## config.mk

```make
export PLATFORM = sky130hd
export DESIGN_NAME = utt_div
export DESIGN_NICKNAME = d
export VERILOG_FILES = /design/src/rtl/utt_pkg.sv /design/src/rtl/utt_div.sv
export SDC_FILE = /design/constraint.sdc
export NUM_CORES = 1
export LEC_CHECK = 0
export BUFFER_PORTS_ARGS = -buffer_cell sky130_fd_sc_hd__buf_4
export CAP_MARGIN = 10
export CORE_ASPECT_RATIO = 0.75
export CORE_UTILIZATION = 44
export DETAILED_ROUTE_END_ITERATION = 12
export PLACE_DENSITY_LB_ADDON = 0.2
export SYNTH_ARGS = -nofsm -noshare
export SYNTH_HDL_FRONTEND = slang
export SYNTH_SLANG_ARGS = --single-unit
export TNS_END_PERCENT = 20
```

## constraint.sdc

```tcl
create_clock -name clk -period 3.7 [get_ports clk]
set_clock_uncertainty 0.15 [all_clocks]
set_input_delay 0.925 -clock clk [delete_from_list [all_inputs] [get_ports clk]]
set_output_delay 0.925 -clock clk [all_outputs]
set_load 0.02 [all_outputs]
```

## src/rtl/utt_pkg.sv

```systemverilog
// ----------------------------------------------------------------------------
// utt_pkg
// Shared types, constants and helpers for the unicycle trajectory tracker.
// ----------------------------------------------------------------------------
package utt_pkg;

  localparam int CordicStepsDefault = 16;
  localparam int DivSteps           = 32;

  localparam logic [15:0] PosGainReset   = 16'd2458;
  localparam logic [15:0] VelGainReset   = 16'd2048;
  localparam logic [31:0] InitSpeedReset = 32'd655;
  localparam logic [30:0] TurnLimitReset = 31'd32768;

  // inverse CORDIC gain, Q2.30
  localparam logic signed [32:0] GainInv = 33'sd652032874;
  localparam logic [31:0]        OneQ16  = 32'd65536;

  typedef enum logic [1:0] {
    REG_POS_GAIN  = 2'd0,
    REG_VEL_GAIN  = 2'd1,
    REG_INIT_SPD  = 2'd2,
    REG_TURN_LIM  = 2'd3
  } reg_idx_t;

  typedef enum logic [3:0] {
    ST_IDLE,
    ST_PD_KPX,
    ST_PD_KDX,
    ST_PD_KPY,
    ST_PD_KDY,
    ST_PD_END,
    ST_ROT,
    ST_CORDIC,
    ST_GAIN_A,
    ST_GAIN_B,
    ST_GAIN_END,
    ST_DIV_INIT,
    ST_SPEED,
    ST_DIV_WAIT,
    ST_DONE
  } state_t;

  typedef struct packed {
    logic        [31:0] timestamp;
    logic signed [31:0] pos_x;
    logic signed [31:0] pos_y;
    logic signed [31:0] vel_x;
    logic signed [31:0] vel_y;
    logic signed [31:0] des_pos_x;
    logic signed [31:0] des_pos_y;
    logic signed [31:0] des_vel_x;
    logic signed [31:0] des_vel_y;
    logic signed [31:0] des_acc_x;
    logic signed [31:0] des_acc_y;
  } in_t;

  typedef struct packed {
    logic signed [31:0] linear_speed;
    logic signed [31:0] turn_rate;
  } out_t;

  typedef struct packed {
    logic busy;
    logic done;
  } div_stat_t;

  function automatic logic signed [31:0] sat32(input logic signed [71:0] v);
    if (v > 72'sd2147483647)       return 32'sh7fffffff;
    else if (v < -72'sd2147483648) return 32'sh80000000;
    else                           return v[31:0];
  endfunction

endpackage

```

## src/rtl/utt_div.sv

```systemverilog
// ----------------------------------------------------------------------------
// utt_div
// Radix-2 restoring divider: (lmag * 2^16) / dmag, one quotient bit a cycle.
// Requires lmag[31:16] < dmag so the quotient fits 32 bits.
// ----------------------------------------------------------------------------
module utt_div import utt_pkg::*; (
  input  logic        clk,
  input  logic        rst,
  input  logic        start,
  input  logic [31:0] lmag,
  input  logic [31:0] dmag,
  output div_stat_t   stat,
  output logic [31:0] quo
);

  localparam int CntW = $clog2(DivSteps);

  logic [31:0]     rem;
  logic [31:0]     shreg;
  logic [31:0]     den;
  logic [CntW-1:0] cnt;
  logic            busy;
  logic            done;
  logic [32:0]     trial;
  logic            fits;

  assign trial = {rem, shreg[31]};
  assign fits  = trial >= {1'b0, den};

  always_ff @(posedge clk) begin
    if (rst) begin
      busy <= 1'b0;
      done <= 1'b0;
      cnt  <= '0;
    end else begin
      done <= 1'b0;
      if (start) begin
        busy <= 1'b1;
        cnt  <= '0;
      end else if (busy) begin
        cnt <= cnt + 1'b1;
        if (cnt == CntW'(DivSteps - 1)) begin
          busy <= 1'b0;
          done <= 1'b1;
        end
      end
    end
  end

  always_ff @(posedge clk) begin
    if (start) begin
      rem   <= {16'd0, lmag[31:16]};
      shreg <= {lmag[15:0], 16'd0};
      den   <= dmag;
    end else if (busy) begin
      rem   <= fits ? 32'(trial - {1'b0, den}) : trial[31:0];
      shreg <= {shreg[30:0], fits};
    end
  end

  assign stat = '{busy: busy, done: done};
  assign quo  = shreg;

endmodule
```

======== Word-level counts from Yosys, hierarchy flattened ========
Index checks and enable logic that the tools add are counted.
W data, S select, Z words.
operators by class
  add/subtract/negate cells ............... 2
  order comparisons ....................... 1
  eq/ne operators ......................... 1
  muxes and demuxes ....................... 9
  bitwise operators ....................... 1
  reductions and logical operators ........ 3
operators with widths
  operator               number
  $mux W32               3
  $ge A33 B32 Y1         1
  $mux W16               2
  $sub A32 B32 Y32       1
  $add A5 B1 Y5 const B  1
  $eq A5 B5 Y1 const B   1
  $mux W1                4
  $reduce_or A3 Y1       1
  $reduce_bool A2 Y1     1
  $reduce_or A2 Y1       1
  $not A1 Y1             1
storage, ports and cells
  flip-flop bits (word level) ............. 103
  output and inout port bits .............. 34
  word-level logic and storage cells ...... 25

======== Longest topological paths before layout ========
  word-level depth ........................ 4
  depth in mapped cells ................... 14
  mapped depth without buffers ............ 12

======== Worst setup path after synthesis ========
OpenSTA, ideal clock, no wires.
  kind .................................... register to register
  start point ............................. reg rem[5]
  end point ............................... reg rem[6], data pin
  data arrival time ....................... 2528 ps
  required time ........................... 3278 ps
  setup slack ............................. 751 ps
  stages on the path, launching flop included .. 13
  cells stage by stage .................... edfxtp_1 > ha_1 > a21oi_1 > o21ai_1 > a2111oi_2 > a2111oi_2 > nor4_1 > o21a_1 > buf_6 > buf_2 > nor2_1 > a211oi_1 > a21oi_1
on the way
  cells in the longest elaborated chain, start to end .. 4
  elaborated cells on any way between the ends .. 5
ends and longest elaborated chain
  what                                                       line                          text
  from (decl)                                                utt_div.sv:18                 logic [31:0] rem;
  from (signal assigned)                                     utt_div.sv:52                 rem <= {16'd0, lmag[31:16]};
  from (signal assigned)                                     utt_div.sv:56                 rem <= fits ? 32'(trial - {1'b0, den}) : trial[31:0];
  $sub A32 B32 Y32 / $ge A33 B32 Y1 (equally long branches)  utt_div.sv:56, utt_div.sv:28
  $mux W32 *                                                 utt_div.sv:56
  $mux W16 *                                                 utt_div.sv:55                 end else if (busy) begin
  $mux W16 *                                                 utt_div.sv:51                 if (start) begin
Every way passes the cells marked *; elsewhere a longest branch is shown, timed or not. The select of a mux whose other input is x is not followed.
A chain may end at the register's enable or synchronous reset.

======== Worst setup path after layout ========
  start point ............................. reg rem[15]
  end point ............................... reg rem[6], data pin
on the way
  cells in the longest elaborated chain, start to end .. 4
ends and longest elaborated chain
  what            line           text
  $ge A33 B32 Y1  utt_div.sv:28  assign fits = trial >= {1'b0, den};
  $mux W32        utt_div.sv:56
  $mux W16        utt_div.sv:55
  $mux W16        utt_div.sv:51
No other way between the ends. The select of a mux whose other input is x is not followed.

==> flow_metrics.py <==
metrics = {
    "outcome": {
        "status": "finished clean",
    },
    "synthesis": {
        "synth_top_area_share_pct": 33.3,
        "synth_top_area_cell": "edfxtp_1",
        "syn-num-nets": 678,
        "yosysWarnings": 0,
        "synth_cells": 576,
        "ys.flop_type": "edfxtp_1",
        "ys_seq_elements": 103,
        "ys_types": 60,
        "yosysSeqAreaShare_pct": 46.8,
        "synth-edff-count": 64,
        "synth-async-reset-ratio_pct": 0,
        "synthesis.area_um2": 5780,
        "avgSynthCellArea_um2": 10.0,
        "ys_top_cells_by_area": "edfxtp_1 (33%), dfxtp_1 (14%), ha_1 (7.4%)",
    },
    "clocking": {
        "postCtsSetupBuffers": 0,
        "cts_hold_buf": 0,
        "cts.sinks": 103,
        "clock_latency_ns": 0.34,
        "cts.repair.resized": 0,
        "path_clk_slew_ns": 0.07,
        "cts_buffers": 9,
        "root_buffer": "clkbuf_16",
        "cts.path.max_buffers": 2,
        "cts_tree": "done",
        "h-tree-depth": 3,
    },
    "sta": {
        "relSlewSlack_pct": 46.8,
        "slew_violations": 0,
        "fin_tns_setup_ns": 0,
        "post-route-period-util_pct": 89.8,
        "fmax_ghz": 0.301,
        "rsz0062_at_grt": "false",
        "post-route-min-period_ns": 3.32,
        "worstMarginPinSlew_ns": 0.797,
        "hold_ws_ns": 0.346,
        "finalHoldViolCount": 0,
        "setup_viol": 0,
    },
    "setup_path": {
        "start_kind": "register",
        "rrSetupSlack_ns": 0.38,
        "cp_slowest_cell": "ha_1",
        "setup.worst_path.end": "rem[6]$_DFFE_PP_",
        "crit_start": "rem[15]$_DFFE_PP_",
        "setup.worst_path.end_class": "register",
        "path_class": "reg -> reg",
        "cp_cell_sequence": "ha_1 > a21oi_1 > o21ai_0 > a211oi_1 > o21bai_1 > nor4_1 > o21a_2 > buf_4 > nor2_1 > a211oi_1 > a21oi_1",
        "cp_data_arrival_time_ns": 3.25,
        "r2r_end": "rem[6]$_DFFE_PP_",
        "max_stage_delay_ns": 0.42,
        "rr_worst_depth": 11,
        "reg2reg_from": "rem[15]$_DFFE_PP_",
        "crit_required_ns": 3.63,
        "crit_fanout": 31,
    },
    "route": {
        "drc_errors": 0,
        "routed_wl_mm": 12.3,
        "firstDrtPassIters": 4,
        "ant_nets": 0,
        "drt-initial-drc-count": 222,
        "avgViaCountPerCell": 5.37,
        "drt-wirelength-per-cell_um": 14.7,
        "num_vias": 4484,
    },
    "power_and_ir_drop": {
        "p_comb_share_pct": 26.9,
        "sequentialPowerShare_pct": 43.2,
        "p_sw_share_pct": 30.7,
        "pwr-share-clk_pct": 29.9,
        "total_leakage_power_nw": 3.01,
        "netSwitchingPower_w": 0.000982,
        "internal-power_w": 0.00222,
        "vdd_drop_max_mv": 0.245,
        "p_per_area_nw_per_um2": 461,
    },
    "min_path": {
        "hold_class": "reg -> reg",
    },
    "placement": {
        "dp_hpwl_mm": 9.12,
        "numPortBuffers": 100,
        "place_congestion": 0.891,
    },
    "global_route": {
        "grt_pass1_vias": 4189,
        "grtUsageTotal_pct": 18.8,
        "antenna_found_initial": 1,
        "grt_first_pass_wirelength_mm": 20.3,
        "grt_overflow": 0,
        "grt_max_degree": 57,
    },
    "floorplanning": {
        "io_pins": 101,
        "fp-row-count": 35,
        "chipHeight_um": 101,
        "start_util_pct": 46.1,
        "dieArea_um2": 13600,
        "core_area_um2": 12500,
        "fp.dieW_um": 134,
    },
    "job": {
        "cap_violations": 0,
    },
    "cells_and_area": {
        "syn2layout_area_growth_pct": 20.1,
        "diodes": 0,
        "final_nets": 766,
        "drive_gt1_share_pct": 20.3,
    },
}
[sequential cells by signal, summed over array words and instances (netlist names)]
signal  flops
cnt         5
rem        32
den        32
busy        1
done        1
quo        32
[per-stage QoR]
step	utilization, %	power (W)	std cells	cell area, µm²	worst slack (ns)
4_1_cts	55.4	0.00323	835	6940	0.392
2_1_floorplan	-	0.00204	576	5780	0.751
3_5_place_dp	53.0	0.00226	819	6640	0.432
6_report	55.4	0.00320	835	6940	0.379
3_3_place_gp	53.0	0.00225	819	6640	0.502
5_1_grt	55.4	0.00339	835	6940	0.112
[synth_stat cells, types with 13 or more instances]
cell and number:
a211oi_1 21, a21oi_1 49, a22o_1 15, clkbuf_1 17, dfxtp_1 39, edfxtp_1 64, ha_1 34, inv_1 47
mux2i_1 25, nand2_1 31, nor2_1 64, o21ai_0 23, xnor2_1 13, xor2_1 13
[how the worst min path moves through the flow]
stage                         startpoint                    to  cells after the start  slack (ns)
finish              rem[28]$_SDFFE_PP0P_  rem[28]$_SDFFE_PP0P_                      2        0.35
global route        rem[29]$_SDFFE_PP0P_  rem[29]$_SDFFE_PP0P_                      2        0.38
CTS                 rem[28]$_SDFFE_PP0P_  rem[28]$_SDFFE_PP0P_                      2        0.34
detailed placement  rem[28]$_SDFFE_PP0P_  rem[28]$_SDFFE_PP0P_                      2        0.33
global placement    rem[28]$_SDFFE_PP0P_  rem[28]$_SDFFE_PP0P_                      2        0.33
floorplan           rem[28]$_SDFFE_PP0P_  rem[28]$_SDFFE_PP0P_                      2        0.31
[layout make-up]
| type | count | area, µm² |
|---|---|---|
| Fill cell | 1124 | 5580 |
| Timing Repair Buffer | 106 | 808 |
| Multi-Input combinational cell | 397 | 2740 |
| Clock buffer | 10 | 250 |
| Clock inverter | 6 | 55.1 |
| Sequential cell | 103 | 2700 |
| Inverter | 47 | 176 |
| Tap cell | 166 | 208 |
[power groups by stage]
stage	sequential, W	combinational, W	clock [W]
6_report	0.00138	0.000862	0.000956
5_1_grt	0.00140	0.000961	0.00103
4_1_cts	0.00138	0.000856	0.000994
3_5_place_dp	0.00141	0.000850	0
3_3_place_gp	0.00141	0.000841	0
2_1_floorplan	0.00141	0.000630	0
[per-layer routing]
metal	vias to the layer above	wire length (µm)	track usage (%)
met5	-	0	0
met4	0	104	4.32
met3	10	687	3.70
met2	127	5100	28.1
met1	2084	6380	28.0
li1	2263	-	-
[cells in the final DEF, fill, tap and decap left out, types with 4 or more instances in the layout]
cell type | Yosys | layout
a211oi_1 | 21 | 21
a21o_1 | 10 | 10
a21oi_1 | 49 | 49
a22o_1 | 15 | 15
a31oi_1 | 5 | 5
and3_1 | 7 | 7
buf_4 | 4 | 105
clkbuf_16 | 0 | 10
dfxtp_1 | 39 | 38
edfxtp_1 | 64 | 64
ha_1 | 34 | 34
inv_1 | 47 | 47
mux2_2 | 5 | 5
mux2i_1 | 25 | 25
nand2_1 | 31 | 31
nand2b_1 | 4 | 4
nand3_1 | 4 | 4
nand4_1 | 5 | 5
nor2_1 | 64 | 64
nor2b_1 | 7 | 7
o21a_1 | 7 | 6
o21ai_0 | 23 | 23
o21bai_1 | 8 | 8
xnor2_1 | 13 | 13
xor2_1 | 13 | 13
[cells by family (layout without fill, tap and decap cells)]
kind of cell | count (synthesis) | after routing | synth area share (%)
multiplexers | 30 | 30 | 5.30
adder cells (fa/ha/maj) | 35 | 35 | 7.71
AND/OR/NAND/NOR | 146 | 146 | 12.0
AO/OA/AOI/OAI | 160 | 160 | 18.4
XOR/XNOR | 26 | 26 | 3.94
flip-flops | 103 | 103 | 46.8
buffers and inverters | 76 | 169 | 5.87
[critical path, delay by kind of cell, from the launching register on]
family / cells / cell delay (ns)
buf+inv: 1 / 0.30
simple gates: 2 / 0.40
flops: 1 / 0.41
compound gates: 7 / 1.35
fa+ha+maj: 1 / 0.42
Note: power is estimated with default switching activity, not from simulation.
